<file path="config.mk">
export PLATFORM = sky130hd
export DESIGN_NAME = kmr_front
export DESIGN_NICKNAME = d
export VERILOG_FILES = /design/src/sv/kmr_pkg.sv /design/src/sv/kmr_front.sv
export SDC_FILE = /design/constraint.sdc
export NUM_CORES = 1
export LEC_CHECK = 0
export ABC_AREA = 1
export BUFFER_PORTS_ARGS = -buffer_cell sky130_fd_sc_hd__buf_4
export CORE_MARGIN = 3
export CORE_UTILIZATION = 28
export CTS_CLUSTER_DIAMETER = 60
export CTS_CLUSTER_SIZE = 8
export DETAILED_ROUTE_END_ITERATION = 12
export PLACE_DENSITY = 0.53
export SYNTH_ARGS = -nofsm -noshare
export SYNTH_HDL_FRONTEND = slang
export SYNTH_SLANG_ARGS = --single-unit
</file>
<file path="constraint.sdc">
create_clock -name i_clk -period 7.01 [get_ports i_clk]
set_input_delay 1.0515 -clock i_clk [delete_from_list [all_inputs] [get_ports i_clk]]
set_output_delay 1.0515 -clock i_clk [all_outputs]
set_load 0.02 [all_outputs]
</file>
<file path="src/sv/kmr_pkg.sv">
// Package for the keyed message reassembly block.
// Holds the sizes, status codes, item and result types and the state enums.
// No dependencies; the design files use it by scoped names, the testbench imports it.
package kmr_pkg;

    // Table and buffer sizes.
    localparam int SLOTS    = 8;
    localparam int SLOT_W   = 3;
    localparam int MSG_MAX  = 4096;
    localparam int MSG_AW   = 12;
    localparam int MEM_AW   = SLOT_W + MSG_AW;
    localparam int MEM_DEPTH = SLOTS * MSG_MAX;
    localparam int LEN_W    = 13;

    // Configuration port.
    localparam int CFG_AW = 3;
    localparam int CFG_DW = 32;
    localparam logic [CFG_AW-1:0] CFG_ADDR_CHUNK_SIZE = 3'd0;
    localparam logic [LEN_W-1:0] CHUNK_SIZE_RESET = 13'd504;
    localparam logic [LEN_W-1:0] MSG_MAX_LEN = 13'd4096;

    // Result status codes.
    localparam logic [2:0] ST_INCOMPLETE = 3'd0;
    localparam logic [2:0] ST_COMPLETE   = 3'd1;
    localparam logic [2:0] ST_LEN_MISM   = 3'd2;
    localparam logic [2:0] ST_BAD_OFFSET = 3'd3;
    localparam logic [2:0] ST_BAD_SUM    = 3'd4;
    localparam logic [2:0] ST_FULL       = 3'd5;
    localparam logic [2:0] ST_UNKNOWN    = 3'd6;
    localparam logic [2:0] ST_UNFINISHED = 3'd7;

    // Request type codes as they arrive on the item.
    localparam logic [1:0] RT_SAVE  = 2'd0;
    localparam logic [1:0] RT_QUERY = 2'd1;
    localparam logic [1:0] RT_READ  = 2'd2;

    // One input item.
    typedef struct packed {
        logic [1:0]       req_type;
        logic [7:0]       msg_cmd;
        logic [15:0]      msg_index;
        logic [LEN_W-1:0] total_len;
        logic [MSG_AW-1:0] chunk_offset;
        logic [LEN_W-1:0] chunk_len;
        logic [MSG_AW-1:0] byte_pos;
        logic [7:0]       data_byte;
        logic             last_flag;
    } t_in_item;

    // One result item.
    typedef struct packed {
        logic [2:0]       status;
        logic [LEN_W-1:0] length_out;
        logic [7:0]       read_byte;
    } t_result;

    // Request class decided by the front end.
    typedef enum logic [1:0] {
        REQ_SAVE,
        REQ_QUERY,
        REQ_READ,
        REQ_NONE
    } t_req;

    // Status of the front queue head, seen by the back end.
    typedef struct packed {
        logic valid;
        t_req kind;
    } t_fq_stat;

    // Back end sequencer states.
    typedef enum logic [1:0] {
        BK_IDLE,
        BK_SAVE,
        BK_SUM,
        BK_RD
    } t_bk_state;

endpackage

</file>
<file path="src/sv/kmr_front.sv">
// Front end of the keyed message reassembly block: a two-entry item queue.
// Classifies each item by request type on entry. Depends on kmr_pkg.
module kmr_front (
    input  logic              i_clk,
    input  logic              i_rst_n,
    input  logic              i_push,
    output logic              o_full,
    input  kmr_pkg::t_in_item i_item,
    input  logic              i_pop,
    output kmr_pkg::t_in_item o_head,
    output kmr_pkg::t_fq_stat o_stat
);

    kmr_pkg::t_in_item r_data [2];
    kmr_pkg::t_req     r_kind [2];
    logic              r_wp;
    logic              r_rp;
    logic [1:0]        r_cnt;
    kmr_pkg::t_req     w_kind;
    logic              w_wr;
    logic              w_rd;

    // Classify the incoming item.
    always_comb begin
        case (i_item.req_type)
            kmr_pkg::RT_SAVE:  w_kind = kmr_pkg::REQ_SAVE;
            kmr_pkg::RT_QUERY: w_kind = kmr_pkg::REQ_QUERY;
            kmr_pkg::RT_READ:  w_kind = kmr_pkg::REQ_READ;
            default:           w_kind = kmr_pkg::REQ_NONE;
        endcase
    end

    assign o_full       = (r_cnt == 2'd2);
    assign w_wr         = i_push && !o_full;
    assign w_rd         = i_pop && (r_cnt != 2'd0);
    assign o_head       = r_data[r_rp];
    assign o_stat.valid = (r_cnt != 2'd0);
    assign o_stat.kind  = r_kind[r_rp];

    // Queue storage.
    always_ff @(posedge i_clk) begin
        if (w_wr) begin
            r_data[r_wp] <= i_item;
            r_kind[r_wp] <= w_kind;
        end
    end

    // Queue pointers and fill count.
    always_ff @(posedge i_clk) begin
        if (!i_rst_n) begin
            r_wp  <= 1'b0;
            r_rp  <= 1'b0;
            r_cnt <= 2'd0;
        end else begin
            if (w_wr) begin
                r_wp <= ~r_wp;
            end
            if (w_rd) begin
                r_rp <= ~r_rp;
            end
            r_cnt <= r_cnt + {1'b0, w_wr} - {1'b0, w_rd};
        end
    end

endmodule

</file>
[Word level (Yosys, flattened, before mapping)]
Memories as Yosys holds them, arrays and structs flattened. A register that Yosys moved wholly into a read port is not among the register bits.
Index checks and enable logic that the tools add are counted.
Word-level totals
  memories kept: 2
  bits of input ports: 89
  bits in writable memories: 174
  logic and storage cells: 24
  output and inout bits: 89
  register bits after elaboration: 4
Operators by class
  bitwise logic cells: 2
  add/sub/neg operators: 2
  reductions and logical operators: 5
  mux-type cells: 7
  equal/unequal tests: 3
Memories
  r_data: depth 2, width 85, rd ports 1, clocked after Yosys merged registers in 1, write ports 1, line kmr_front.sv:14  | kmr_pkg::t_in_item r_data [2];
  r_kind: depth 2, width 2, rd ports 1, clocked after Yosys merged registers in 1, write ports 1, line kmr_front.sv:15  | kmr_pkg::t_req r_kind [2];
Operator list (number)
  2-to-1 mux 1 bit: 6
  case mux 2 bit (3 select lines): 1
  == test 2 bit (second input constant): 2
  adder 2 x 1 -> 2 bit: 1
  == test 2 x 1 -> 1 bit (second input constant): 1
  logical AND 1 bit: 2
  logical NOT 2 bit: 1
  inverter 1 bit: 2
  nonzero test 2 bit: 1
  subtractor 2 x 1 -> 2 bit: 1
  logical NOT 1 bit: 1

[Logic depth before layout (Yosys ltp)]
  word-level depth: 5
  gate-level depth with buffers: 11
  depth with buffers taken out: 11

[Worst setup path before layout]
No wires, ideal clock.
  path kind: in2reg
  start point: in i_push
  end point: mem r_data[0][0] (netlist bit) (enable)
  setup slack: 1732 ps
  library setup time: 533 ps
  stages: 2
  data required time: 6477 ps
  arrival: 4745 ps
  cells stage by stage: nand2_1 -> nor2_1
Between the ends
  word-level cells in the longest chain between the ends: 3
RTL lines
  from (decl): line kmr_front.sv:6  | input logic i_push,
  logical AND 1 bit: line kmr_front.sv:34  | assign w_wr = i_push && !o_full;
  2-to-1 mux 1 bit: line kmr_front.sv:42  | if (w_wr) begin
  2-to-1 mux 1 bit (implied by the code): line kmr_front.sv:43  | r_data[r_wp] <= i_item;
  to (decl): line kmr_front.sv:14
Every way passes these cells.

==> results.txt <==
----------------------------------------------------
[CTS]
  CTS tree ... built
  Buffer depth of the longest clock path ... 2
  Hold-fix buffer count after cts ... 0
  Clock root buffer master ... sky130_fd_sc_hd__clkbuf_16
  Number of buffers inserted by post-CTS setup repair ... 0
  Register clock-pin slew on the reported worst setup and hold paths ... 60 ps
  Worst-skew pair later-pin latency ... 410 ps
  H-tree Lvls ... 4
  Clock sinks ... 179
  Number of CTS-inserted buffers ... 17
  Number of gates given a new drive strength after cts ... 0

[Yosys]
  Syn Nets ... 402
  Number of flip-flops and latches in the synthesized netlist ... 179
  Portion of synthesized cell area occupied by the leading cell type ... 78.5%
  Library cells used by synthesis ... 13
  Avg Inst Size Synth ... 21.4 um^2
  Most area-hungry cell type in the Yosys netlist ... sky130_fd_sc_hd__edfxtp_1
  Synthesized cell area ... 6650 um^2
  Top post-synthesis cells by area ... sky130_fd_sc_hd__edfxtp_1 79%, sky130_fd_sc_hd__mux2_2 9.6%, sky130_fd_sc_hd__mux2_4 6.8%
  Synthesized instance count ... 311
  Total of warnings raised by yosys ... 0
  Sequential area share after synthesis ... 80.0%

[Detailed routing]
  Routed length per placed instance ... 16.3 um
  Count of antenna-violating nets left after detailed routing ... 0
  Vias per Instance ... 4.12
  First DRT Iteration DRCs ... 97
  Detailed-route via count ... 3398
  Routed wire length ... 13400 um
  First drt pass iteration count ... 4
  DRC errors left ... 0

[STA]
  Total Negative Setup Slacks ... 0 ps
  Final clock skew ... 7.84 ps
  Slew HR ... 19.1%
  Final slew viol count ... 0
  Final setup margin ... 3420 ps
  RSZ-0062 raised after global routing ... false
  Smallest hold slack ... 519 ps
  Final hold viol count ... 0
  Minimum clock period ... 3590 ps
  Tcrit/Tclk final ... 51.2%
  Count of final setup violators ... 0
  Highest Clock Rate ... 0.278 GHz
  Actual slew at the worst max-slew pin ... 1210 ps

[Hold path]
  Startpoint of the tightest hold check path ... r_rp
  Destination of the worst hold path ... r_rp
  Hold Path Depth ... 2
  Path class of the lowest-slack min-delay path ... reg2reg

[Floorplanning]
  Die outline area ... 25600 um^2
  Y dimension of the die ... 160 um
  Cell Rows ... 55
  Core region area ... 23000 um^2
  Die X-Extent ... 160 um
  Initial standard-cell utilization of the core ... 28.9%
  Number of ports placed on the die boundary ... 178

[GRT]
  Vias in the first global route ... 3708
  Remaining global-route overflow ... 0
  First-pass GRT wire length ... 20400 um
  Maximum number of pins on one net before global-route repair ... 88
  Antenna violations before repair ... 0
  Total global routing track utilization ... 10.3%

[Setup path]
  Start of the worst register-to-register path ... r_cnt[0]
  Crit path kind ... reg2out
  Depth of the worst register-to-register path ... 5
  Critical Path AT ... 2540 ps
  Kind of end point of the critical path ... primary output
  Slack of the worst reg-to-reg path ... 4760 ps
  Destination of the worst register-to-register timing path ... r_data[1][25]
  Kind of start point of the critical path ... flop
  CP Max Fanout ... 48
  Required @ worst endpoint ... 5960 ps

[Finish]
  Layout cell share with drive strength beyond 1 ... 58.7%
  Fillers ... 2171
  Final #Nets ... 589
  Leading cell types in the layout, fill and taps excluded ... 180 x sky130_fd_sc_hd__buf_4, 174 x sky130_fd_sc_hd__edfxtp_1, 57 x sky130_fd_sc_hd__mux2_2, 30 x sky130_fd_sc_hd__mux2_4, 17 x sky130_fd_sc_hd__clkbuf_16
  Area added between synthesis and finish ... 34.4%
  Most common library cell in the layout ignoring fill and taps ... sky130_fd_sc_hd__buf_4
  Antenna diode count ... 0

[Place]
  HPWL Detailed ... 8750 um
  IO Port Bufs ... 177
  Post-Place Setup Slack ... 3790 ps
  Weighted congestion at the end of routability-driven global placement ... 0.696

[Power and ir drop]
  Lkg Pwr ... 0.00337 uW
  Ratio of total power to cell area ... 374 nW/um^2
  Worst VDD drop ... 0.285 mV

[Status]
  Run status ... completed

[Job]
  Max_cap viols ... 0

----------------------------------------------------
## through the flow
step	instance area, um^2	util [%]	total power, uW	instances
final	8950	38.9	3350	824
after global routing	8950	38.9	3510	824
after CTS	8950	38.9	3410	824
after detailed placement	8320	36.2	2390	792
after global placement	8320	36.2	2380	792
after floorplan	6650	-	2020	311
## state kept, by name, summed over array words and instances (netlist names), named ones only
name and flops:
r_kind 4, r_wp 1, r_rp 1, r_data 170, r_cnt 2
## routing by layer
metal	up-vias	share of wire, %	global-route usage (%)
li1	1577	-	-
met1	1693	43	12.6
met2	116	49	16.8
met3	12	6.6	3.87
met4	0	1.2	3.59
met5	-	0	0
## where the power goes
group          internal [uW]  switching, uW  total (uW)
combinational            428            491         919
clock                    602            398        1000
sequential              1360           66.6        1430
total                   2390            955        3350
## worst max path at each step
stage / to / depth (start not counted)
6_report: o_head[14] / 3
5_1_grt: o_head[17] / 3
4_1_cts: o_head[17] / 3
3_5_place_dp: o_head[17] / 3
3_3_place_gp: o_head[17] / 3
2_1_floorplan: r_data[0][0] / 2
## area by class of cell
| class | count | area (um^2) | share of cell area [%] |
|---|---|---|---|
| tap | 313 | 392 | 4.38 |
| inverter | 9 | 36.3 | 0.406 |
| sequential | 179 | 5330 | 59.6 |
| timing repair buffer | 180 | 1350 | 15.1 |
| clock buffer | 18 | 429 | 4.80 |
| clock inverter | 14 | 195 | 2.18 |
| multi-input combinational | 111 | 1210 | 13.6 |
## logic make-up after synthesis
family / Yosys count / share of synthesized area [%]
flip-flops: 179 / 80.0
AO/OA/AOI/OAI: 2 / 0.150
adder cells (fa/ha/maj): 2 / 0.376
AND/OR/NAND/NOR: 20 / 1.18
multiplexers: 87 / 16.4
buffers and inverters: 21 / 1.84
## worst max-delay path, stage by stage, from the launching register on
cell                      delay [ps]
sky130_fd_sc_hd__dfxtp_4         740
sky130_fd_sc_hd__buf_4           730
sky130_fd_sc_hd__mux2_2          430
sky130_fd_sc_hd__buf_4           160
## cells in the mapped netlist
| cell type | count |
|---|---|
| sky130_fd_sc_hd__edfxtp_1 | 174 |
| sky130_fd_sc_hd__mux2_2 | 57 |
| sky130_fd_sc_hd__mux2_4 | 30 |
| sky130_fd_sc_hd__inv_1 | 9 |
| sky130_fd_sc_hd__nand2_1 | 9 |
| sky130_fd_sc_hd__nor2_1 | 8 |
| sky130_fd_sc_hd__buf_2 | 5 |
| sky130_fd_sc_hd__buf_6 | 5 |
| sky130_fd_sc_hd__dfxtp_1 | 5 |
| sky130_fd_sc_hd__nand3_1 | 3 |
| sky130_fd_sc_hd__a21oi_1 | 2 |
| sky130_fd_sc_hd__clkbuf_1 | 2 |
| sky130_fd_sc_hd__ha_1 | 2 |
(Power assumes the default switching activity.)
