$ cat config.mk
export PLATFORM = sky130hd
export DESIGN_NAME = kmr_outq
export DESIGN_NICKNAME = d
export VERILOG_FILES = /design/src/sv/kmr_pkg.sv /design/src/sv/kmr_outq.sv
export SDC_FILE = /design/constraint.sdc
export NUM_CORES = 1
export LEC_CHECK = 0
export BUFFER_PORTS_ARGS = -buffer_cell sky130_fd_sc_hd__buf_4
export CAP_MARGIN = 20
export CORE_MARGIN = 4
export CORE_UTILIZATION = 48
export DETAILED_ROUTE_END_ITERATION = 7
export GPL_TIMING_DRIVEN = 0
export PLACE_DENSITY = 0.74
export SLEW_MARGIN = 0
export SYNTH_ARGS = -nofsm -noshare
export SYNTH_HDL_FRONTEND = slang
export SYNTH_SLANG_ARGS = --single-unit
$ cat constraint.sdc
create_clock -name i_clk -period 3.05 [get_ports i_clk]
set_input_delay 0.1525 -clock i_clk [delete_from_list [all_inputs] [get_ports i_clk]]
set_output_delay 0.1525 -clock i_clk [all_outputs]
set_load 0.1 [all_outputs]
$ cat src/sv/kmr_pkg.sv
// Package for the keyed message reassembly block.
// Holds the sizes, status codes, item and result types and the state enums.
// No dependencies; the design files use it by scoped names, the testbench imports it.
package kmr_pkg;

    // Table and buffer sizes.
    localparam int SLOTS    = 8;
    localparam int SLOT_W   = 3;
    localparam int MSG_MAX  = 4096;
    localparam int MSG_AW   = 12;
    localparam int MEM_AW   = SLOT_W + MSG_AW;
    localparam int MEM_DEPTH = SLOTS * MSG_MAX;
    localparam int LEN_W    = 13;

    // Configuration port.
    localparam int CFG_AW = 3;
    localparam int CFG_DW = 32;
    localparam logic [CFG_AW-1:0] CFG_ADDR_CHUNK_SIZE = 3'd0;
    localparam logic [LEN_W-1:0] CHUNK_SIZE_RESET = 13'd504;
    localparam logic [LEN_W-1:0] MSG_MAX_LEN = 13'd4096;

    // Result status codes.
    localparam logic [2:0] ST_INCOMPLETE = 3'd0;
    localparam logic [2:0] ST_COMPLETE   = 3'd1;
    localparam logic [2:0] ST_LEN_MISM   = 3'd2;
    localparam logic [2:0] ST_BAD_OFFSET = 3'd3;
    localparam logic [2:0] ST_BAD_SUM    = 3'd4;
    localparam logic [2:0] ST_FULL       = 3'd5;
    localparam logic [2:0] ST_UNKNOWN    = 3'd6;
    localparam logic [2:0] ST_UNFINISHED = 3'd7;

    // Request type codes as they arrive on the item.
    localparam logic [1:0] RT_SAVE  = 2'd0;
    localparam logic [1:0] RT_QUERY = 2'd1;
    localparam logic [1:0] RT_READ  = 2'd2;

    // One input item.
    typedef struct packed {
        logic [1:0]       req_type;
        logic [7:0]       msg_cmd;
        logic [15:0]      msg_index;
        logic [LEN_W-1:0] total_len;
        logic [MSG_AW-1:0] chunk_offset;
        logic [LEN_W-1:0] chunk_len;
        logic [MSG_AW-1:0] byte_pos;
        logic [7:0]       data_byte;
        logic             last_flag;
    } t_in_item;

    // One result item.
    typedef struct packed {
        logic [2:0]       status;
        logic [LEN_W-1:0] length_out;
        logic [7:0]       read_byte;
    } t_result;

    // Request class decided by the front end.
    typedef enum logic [1:0] {
        REQ_SAVE,
        REQ_QUERY,
        REQ_READ,
        REQ_NONE
    } t_req;

    // Status of the front queue head, seen by the back end.
    typedef struct packed {
        logic valid;
        t_req kind;
    } t_fq_stat;

    // Back end sequencer states.
    typedef enum logic [1:0] {
        BK_IDLE,
        BK_SAVE,
        BK_SUM,
        BK_RD
    } t_bk_state;

endpackage

$ cat src/sv/kmr_outq.sv
// Result queue of the keyed message reassembly block, two entries deep.
// Parts the back end from the consumer. Depends on kmr_pkg.
module kmr_outq (
    input  logic             i_clk,
    input  logic             i_rst_n,
    input  logic             i_push,
    input  kmr_pkg::t_result i_res,
    output logic             o_full,
    output logic             o_empty,
    input  logic             i_pop,
    output kmr_pkg::t_result o_res
);

    kmr_pkg::t_result r_data [2];
    logic             r_wp;
    logic             r_rp;
    logic [1:0]       r_cnt;
    logic             w_wr;
    logic             w_rd;

    assign o_full  = (r_cnt == 2'd2);
    assign o_empty = (r_cnt == 2'd0);
    assign w_wr    = i_push && !o_full;
    assign w_rd    = i_pop && !o_empty;
    assign o_res   = r_data[r_rp];

    // Result storage.
    always_ff @(posedge i_clk) begin
        if (w_wr) begin
            r_data[r_wp] <= i_res;
        end
    end

    // Pointers and fill count.
    always_ff @(posedge i_clk) begin
        if (!i_rst_n) begin
            r_wp  <= 1'b0;
            r_rp  <= 1'b0;
            r_cnt <= 2'd0;
        end else begin
            if (w_wr) begin
                r_wp <= ~r_wp;
            end
            if (w_rd) begin
                r_rp <= ~r_rp;
            end
            r_cnt <= r_cnt + {1'b0, w_wr} - {1'b0, w_rd};
        end
    end

endmodule

# [Word-level counts from Yosys, hierarchy flattened]
# Memory sizes are Yosys's and may differ from the RTL's. A register that Yosys moved wholly into a read port is not among the register bits.
# Cells that the tools add are included.
[word_totals] regBits=4 mem_count=1 out_inout_bits=26 mem_bits_rw=48 input_bits=28
[mem_list] memory="r_data" depth=2 width=24 rd=1 rd_clocked_by_memory_dff=1 wr=1 line="kmr_outq.sv:14" rtl="kmr_pkg::t_result r_data [2];"
[op_classes] n_eq_ne=1 reduce_logical=5 n_bitwise=2 n_mux=4 n_addsub=2
[ops] operator="1-bit 2-to-1 mux" n=4
[ops] operator="2-bit by 1-bit adder with 2-bit output" n=1
[ops] operator="2-bit equality test (second input constant)" n=1
[ops] operator="1-bit logical AND" n=2
[ops] operator="1-bit zero test" n=2
[ops] operator="2-bit zero test" n=1
[ops] operator="1-bit inverter" n=2
[ops] operator="2-bit by 1-bit subtractor with 2-bit output" n=1

# [Logic depth before layout (Yosys ltp)]
# Gate-level depths: netlist of the first run.
[depth] word_depth=5 ltp_mapped=8

# [Worst setup path before layout of the first run]
# No wires, ideal clock.
[synth_path] path_type="register to register" start="register r_cnt[0]" end="memory r_data[0][0] (netlist name) (enable)" required_ns=2.645 stages_incl_launch_ff=4 path_buffers=0 arrival_time_ns=1.615 path_slack_ns=1.031 setup_time_ns=0.405 cell_sequence="dfxtp_1 > nand2b_1 > nand2_1 > nor2_1"
[synth_between] elab_chain_cells=5
[synth_lines] element="from (decl)" line="kmr_outq.sv:17" rtl="logic [1:0] r_cnt;"
[synth_lines] element="from (signal assigned)" line="kmr_outq.sv:47" rtl="r_cnt <= r_cnt + {1'b0, w_wr} - {1'b0, w_rd};"
[synth_lines] element="2-bit equality test" line="kmr_outq.sv:21" rtl="assign o_full = (r_cnt == 2'd2);"
[synth_lines] element="1-bit zero test" line="kmr_outq.sv:23" rtl="assign w_wr = i_push && !o_full;"
[synth_lines] element="1-bit logical AND" line="kmr_outq.sv:23"
[synth_lines] element="1-bit 2-to-1 mux" line="kmr_outq.sv:29" rtl="if (w_wr) begin"
[synth_lines] element="1-bit 2-to-1 mux (implied by the code)" line="kmr_outq.sv:30" rtl="r_data[r_wp] <= i_res;"
[synth_lines] element="to (decl)" line="kmr_outq.sv:14"
# No other way between the ends.

# [Worst setup path in the final report of the first run]
[layout_path] start="register r_cnt[0]" end="memory r_data[0][3] (netlist name) (enable)"
# The elaborated chain is that of the path after synthesis.

==> flow_summary.toml, run 1 <==
[outcome]
outcome = "finished clean"

[logic_synthesis]
syn_inst = 102
yosys-mux-area-fraction_pct = 17.1
synth_seq_cells = 53
synthTopCellsByArea = "edfxtp_1 (70%), mux2_4 (14%), dfxtp_1 (4.8%)"
synth_compound_area_share_pct = 0.362
avgSynthCellArea_um2 = 20.3
syn_area_um2 = 2070
syn_nets = 132
synth.distinct_cells = 18
synth-xor-area-share_pct = 0.845
ys_warn_count = 0
yosys.area.top_type_share_pct = 69.6
synth_fa_ha_area_share_pct = 1.21
synth_top_family_by_area = "multiplexers"
synth_area_leader_cell = "edfxtp_1"
ys_seq_area_share_pct = 74.4
synthSimpleGateAreaFrac_pct = 3.02

[timing]
layout_setup_ws_ns = 1.31
rsz0062_at_grt = "no"
fin_crit_ns = 1.74
setup_viol = 0
finalHoldViolations = 0
drv_slew = 0
max_freq_mhz = 574
finClkSkew_ns = 0.00959
maxSlewHeadroom_pct = 57.1
worst_pin_slew_ns = 0.643
post-route-period-util_pct = 57.1
tns_ns = 0

[placement]
place_area_um2 = 2550
dpl.hpwl_um = 2500
numPortBuffers = 53
place_inst = 206
finalWeightedCongestion = 0.635
pre_cts_ws_ns = 1.14

[hold_path]
hold_class = "in -> reg"

[detailed_routing]
drc = 0
drt_pass1_iterations = 4
wl_per_cell_um = 15.5
drt_wl_total_um = 3320
vias = 1044
via_per_inst = 4.86
first_iter_violations = 57
ant_nets = 0

[global_routing]
grt_pass1_vias = 1079
antenna_found_initial = 0
track_usage_pct = 12.8
grt.overflow.total = 0
grt_max_degree = 25
grt_first_pass_wirelength_um = 5080

[setup_path]
timing.rr.end = "r_data[0][3]"
critPathMaxFanout = 14
crit_type = "reg -> reg"
r2r_slack_ns = 1.31
end_kind = "flip-flop"
cp.required_ns = 3.05
start_kind = "flip-flop"
reg2reg_depth = 4
crit_end = "r_data[0][3]"
worstSetupStartpoint = "r_cnt[0]"
r2r_start = "r_cnt[0]"
cp.arrival_ns = 1.74

[clock_network]
hold_buffers = 0
cts.path.max_buffers = 2
clockRootBuffer = "clkbuf_8"
cts_tree = "built"
htreeDepth = 2
cts_resized = 0
cts_setup_buffers = 0
cts_sinks = 53
clk_pin_slew_ns = 0.09
numCtsBuffers = 5
clk-insertion-delay-late_ns = 0.29

[cells_and_area]
n_fill_cell = 306
post-route-cell-area_um2 = 2660
seq_area_um2 = 1540
area.growth.synth_to_final_pct = 28.4
final_cells = 215
multiInputGateArea_um2 = 470
drive_gt1_share_pct = 53.9
fin_nets = 194
insertedDiodeCount = 0

[die]
num_rows = 23
ios = 54
chipHeight_um = 73.7
start_util_pct = 50.7
die_w_um = 73.7
fp.coreArea_um2 = 4090
dieArea_um2 = 5430

[job]
maxCapViolations = 0
## through the flow
stage               hold WS, ns  utilization [%]
floorplan                 0.251                -
global placement          0.338             62.0
detailed placement        0.340             62.4
CTS                      0.0340             64.5
global route             0.0163             65.1
finish                   0.0382             65.1
## area by class of cell
cell class	count	share of cell area, %
flip-flops and latches	53	57.9
clock buffers	7	2.87
inverters	3	0.423
clock inverters	1	0.282
plain buffers	3	1.93
multi-input cells	43	17.7
well taps	50	2.35
repair buffers	55	16.5
## logic make-up after synthesis
family,Yosys count
flops,53
compound gates,1
fa+ha+maj,2
simple gates,13
buf+inv,6
mux,25
xor+xnor,2
## cell usage after synthesis
cell type,count
o21a_1,1
edfxtp_1,48
xor2_1,1
mux2_4,20
and2_1,2
buf_6,1
nor2_1,5
nand2_1,2
nand2b_1,2
and3_1,1
ha_1,2
buf_12,2
nor3_1,1
inv_1,3
mux2i_1,1
xnor2_1,1
dfxtp_1,5
mux2_2,4
## layer usage
| metal | vias to the layer above | global-route usage [%] | part of all wire (%) |
|---|---|---|---|
| met5 | - | 0 | 0 |
| li1 | 507 | - | - |
| met3 | 4 | 4.65 | 6.0 |
| met2 | 29 | 23.5 | 59 |
| met4 | 0 | 4.23 | 0.99 |
| met1 | 504 | 13.3 | 34 |
## worst min-delay path by stage
| stage | cells past startpoint | to | startpoint | slack, ns |
|---|---|---|---|---|
| finish | 1 | r_data[0][21] | i_res[21] | 0.04 |
| global route | 1 | r_data[1][16] | i_res[16] | 0.02 |
| CTS | 1 | r_data[0][16] | i_res[16] | 0.03 |
| detailed placement | 1 | r_data[1][18] | i_res[18] | 0.34 |
| global placement | 1 | r_data[0][17] | i_res[17] | 0.34 |
| floorplan | 0 | r_data[0][0] | i_res[0] | 0.25 |
## placed cells by master (no fill, tap or decap), types with 2 or more instances in the layout
cell type	instances
nor2_1	4
buf_12	2
dfxtp_1	5
ha_1	2
buf_4	53
mux2_2	4
and2_1	2
inv_1	3
nand2_1	2
edfxtp_1	48
mux2_4	20
clkbuf_1	2
clkbuf_8	5
nand2b_1	2
## registers in the layout, indices dropped and copies added (netlist names), named ones only
name    flops
r_rp        1
r_data     48
r_cnt       2
r_wp        1
## critical path, cell delays in order, from the launching register on
cell	delay [ns]
dfxtp_1	0.38
nand2b_1	0.17
nand2_1	0.13
nor2_2	0.53
buf_8	0.25
Power of run 1 is left out: the tool's default activity adds up to more than one toggle a clock period on the data nets, which glitch-free logic cannot reach.
==> run 2, diff against run 1 <==
Clock period 3.05 ns to 1.8 ns, I/O delays scaled along.
==> run 2 against run 1 <==
Sequential share of layout area fell by 4.8 points; hold slack got worse by 0.014 ns; register-to-register slack lost 1.2 ns; global-route usage rose by 1.3 points; clock skew fell by 0.0066 ns; non-clock buffer count increased by 23; critical endpoint is now r_data[0][16]; via count up 9.3%; sequential cell count unchanged.
==> flow_summary.toml, run 2 (same netlist as run 1, synthesis figures left out) <==
[cells_and_area]
post-route-cell-area_um2 = 2910
n_fill_cell = 268
largest-register = "r_data"
multiInputGateArea_um2 = 479
mostFrequentLayoutCell = "buf_4"
reg.largest.list = "r_data: 48 flops, r_cnt: 2 flops"
drive_gt1_share_pct = 48.9
mostFrequentLayoutCells = "buf_4 (53), edfxtp_1 (48), dlygate4sd3_1 (24)"
largest_register_ffs = 48
seq_area_um2 = 1540
area.growth.synth_to_final_pct = 40.3
fin_nets = 217
insertedDiodeCount = 0

[die]
chipHeight_um = 73.7
die_w_um = 73.7
fp.coreArea_um2 = 4090
num_rows = 23
ios = 54
start_util_pct = 50.7
dieArea_um2 = 5430

[global_routing]
grt_first_pass_wirelength_um = 5460
grt_max_degree = 25
antenna_found_initial = 0
grt.overflow.total = 0
track_usage_pct = 14.1
grt_pass1_vias = 1220

[clock_network]
htreeDepth = 2
clk-insertion-delay-late_ns = 0.30
cts.path.max_buffers = 2
cts_tree = "built"
cts_sinks = 53
clk_pin_slew_ns = 0.08
numCtsBuffers = 5
clockRootBuffer = "clkbuf_8"
cts_setup_buffers = 0

[detailed_routing]
ant_nets = 0
vias = 1141
first_iter_violations = 29
drc = 0
drt_wl_total_um = 3520
via_per_inst = 4.79
wl_per_cell_um = 14.8
drt_pass1_iterations = 4

[timing]
finalHoldViolations = 0
worst_pin_slew_ns = 0.619
fin_crit_ns = 1.66
drv_slew = 0
post-route-period-util_pct = 92.2
setup_viol = 0
maxSlewHeadroom_pct = 58.7
max_freq_mhz = 603
finClkSkew_ns = 0.00296

[setup_path]
crit_type = "reg -> reg"
cp.required_ns = 1.81
cp.arrival_ns = 1.67
end_kind = "flip-flop"
critPathMaxFanout = 14
start_kind = "flip-flop"

[placement]
place_area_um2 = 2550
finalWeightedCongestion = 0.625
numPortBuffers = 53
dpl.hpwl_um = 2530

[hold_path]
hold_class = "in -> reg"

[outcome]
outcome = "finished clean"

[job]
maxCapViolations = 0
## run 2: critical path: stages, from the launching register on
cell      delay [ns]
dfxtp_2         0.35
nand2b_1        0.17
nand2_2         0.10
nor2_2          0.49
buf_8           0.25
## run 2: area by class of cell
type	count	share of cell area (%)
plain buffers	3	1.76
multi-input cells	43	16.5
repair buffers	78	22.5
flip-flops and latches	53	53.1
clock buffers	6	2.50
well taps	50	2.15
inverters	3	0.387
clock inverters	2	1.16
## run 2: per-layer routing
| metal | up-vias | part of all wire (%) | track usage [%] | wire length, µm |
|---|---|---|---|---|
| met3 | 7 | 6.4 | 3.69 | 226 |
| met5 | - | 0 | 0 | 0 |
| li1 | 549 | - | - | - |
| met2 | 39 | 55 | 25.3 | 1940 |
| met1 | 546 | 36 | 14.8 | 1280 |
| met4 | 0 | 2.2 | 7.85 | 76 |
## run 2: per-stage QoR
stage	setup TNS, ns	util, %	setup WS, ns	hold slack [ns]	instances
after floorplan	0	-	0.121	0.189	102
after global placement	-5.12	62.0	-0.179	0.275	205
after detailed placement	-1.60	62.4	-0.0680	0.278	206
after CTS	0	70.9	0.0333	0.0203	238
after global routing	-0.00462	71.1	-0.00462	0.00159	238
final	0	71.1	0.140	0.0245	238
## run 2: final timing paths
path	from	endpoint	cells past startpoint	slack [ns]
min	i_rst_n	r_cnt[0]	2	0.02
max reg2reg	r_cnt[0]	r_data[0][16]	4	0.14
max	r_cnt[0]	r_data[0][16]	4	0.14
min reg2reg	r_wp	r_wp	2	0.52
## run 2: timing repair
item                                   CTS  global route
hold buffers                            24             0
gates resized for setup                  1             3
endpoints found under the hold margin   48             0
setup endpoints to repair               24            15
Power of run 2 is left out for the same reason.
==> run 3, diff against run 2 <==
Settings changed: PLACE_DENSITY 0.74 to default, PLACE_DENSITY_LB_ADDON from default to 0.1.
Clock period 1.8 ns to 2 ns, I/O delays scaled along.
==> run 3 against run 2 <==
First-iteration DRC count increased to 2.6 times the previous value; critical path type unchanged; hold slack improved by 0.021 ns; global-route usage is 0.095 points lower; highest routed layer unchanged; non-clock buffer count is 1 higher; sequential cell count stayed put; worst setup slack better by 0.094 ns; critical path depth unchanged; routed wire length up 0.48%; via count down 0.79%.
==> flow_summary.toml, run 3 (same netlist as run 1, synthesis figures left out) <==
[timing]
setup_viol = 0
worst_pin_slew_ns = 0.740
max_freq_mhz = 566
fin_crit_ns = 1.77
post-route-period-util_pct = 88.3
finClkSkew_ns = 0.00627
maxSlewHeadroom_pct = 50.6
tns_ns = 0
rsz0062_at_grt = "no"
drv_slew = 0
finalHoldViolations = 0

[detailed_routing]
wl_met2_um = 2080
wl_per_cell_um = 14.8
via_per_inst = 4.74
drt_wl_total_um = 3540
wl_met1_um = 1230
drt_pass1_iterations = 4
top_layer = "met4"
ant_nets = 0
drc = 0
wl_met3_um = 188
first_iter_violations = 74
vias = 1132

[clock_network]
clk_pin_slew_ns = 0.08
htreeDepth = 2
cts_sinks = 53
cts_tree = "built"
clk-insertion-delay-late_ns = 0.29
cts_resized = 0
numCtsBuffers = 5
clockRootBuffer = "clkbuf_8"
cts.path.max_buffers = 2

[setup_path]
cp.arrival_ns = 1.77
start_kind = "flip-flop"
critPathSlowestCell = "nor2_2"
end_kind = "flip-flop"
crit_type = "reg -> reg"
critPathMaxFanout = 13
cp.required_ns = 2.00
critPathMaxStageDelay_ns = 0.59
crit_chain = "nand2b_1 > nand2_1 > nor2_2 > buf_8"

[global_routing]
grt_max_degree = 25
grt_first_pass_wirelength_um = 5640
grt_pass1_vias = 1245
antenna_found_initial = 0
grt.overflow.total = 0
track_usage_pct = 14.0

[cells_and_area]
fin_nets = 218
reg.largest.list = "r_data: 48 flops, r_cnt: 2 flops"
insertedDiodeCount = 0
mostFrequentLayoutCells = "buf_4 (53), edfxtp_1 (48), dlygate4sd3_1 (24)"
area.growth.synth_to_final_pct = 41.1
largest-register = "r_data"
n_fill_cell = 283
drive_gt1_share_pct = 47.1
largest_register_ffs = 48
mostFrequentLayoutCell = "buf_4"

[die]
dieArea_um2 = 5430
die_w_um = 73.7
num_rows = 23
fp.coreArea_um2 = 4090
start_util_pct = 50.7
ios = 54
chipHeight_um = 73.7

[placement]
numPortBuffers = 53
dpl.hpwl_um = 2390
finalWeightedCongestion = 0.643

[hold_path]
hold_class = "in -> reg"

[job]
maxCapViolations = 0

[outcome]
outcome = "finished clean"
## run 3: changes by cell type in the layout (fill, tap and decap cells not counted), sizes merged
| cell | delta |
|---|---|
| buf | +1 |
## run 3: final cells by class
type | instances | area, µm² | share of cell area [%]
tap | 50 | 62.6 | 2.14
timing repair buffer | 79 | 681 | 23.3
multi-input combinational | 43 | 470 | 16.1
buffer | 3 | 51.3 | 1.75
inverter | 3 | 11.3 | 0.385
clock buffer | 6 | 72.6 | 2.48
clock inverter | 2 | 33.8 | 1.16
sequential | 53 | 1540 | 52.7
## run 3: per-layer routing
metal | global-route usage [%] | up-vias
li1 | - | 552
met1 | 15.1 | 541
met2 | 26.6 | 34
met3 | 3.01 | 5
met4 | 4.83 | 0
met5 | 0 | -
## run 3: what timing repair did
action                                 in CTS  in global routing
endpoints found under the hold margin      48                  0
setup buffers                               0                  0
hold buffers                               24                  0
## run 3: final timing paths
check                start            end  slack (ns)  cells after the start
hold / removal     i_rst_n       r_cnt[0]        0.05                      2
setup reg to reg  r_cnt[0]  r_data[0][15]        0.23                      4
setup / recovery  r_cnt[0]  r_data[0][15]        0.23                      4
hold reg to reg       r_wp           r_wp        0.52                      2
## run 3: stage by stage
stage	hold WS [ns]	utilization (%)	setup slack [ns]	cells	instance area [µm²]
2_1_floorplan	0.199	-	0.311	102	2070
3_3_place_gp	0.285	62.0	-0.0147	205	2530
3_5_place_dp	0.288	62.4	0.130	206	2550
4_1_cts	0.0415	70.9	0.119	238	2900
5_1_grt	0.0603	71.6	0.0777	239	2920
6_report	0.0460	71.6	0.235	239	2920
## run 3: critical path: cells and delay by family, from the launching register on
kind / cells / cell delay, ns
flops: 1 / 0.37
buf+inv: 1 / 0.24
simple gates: 3 / 0.87
Power of run 3 is left out for the same reason.
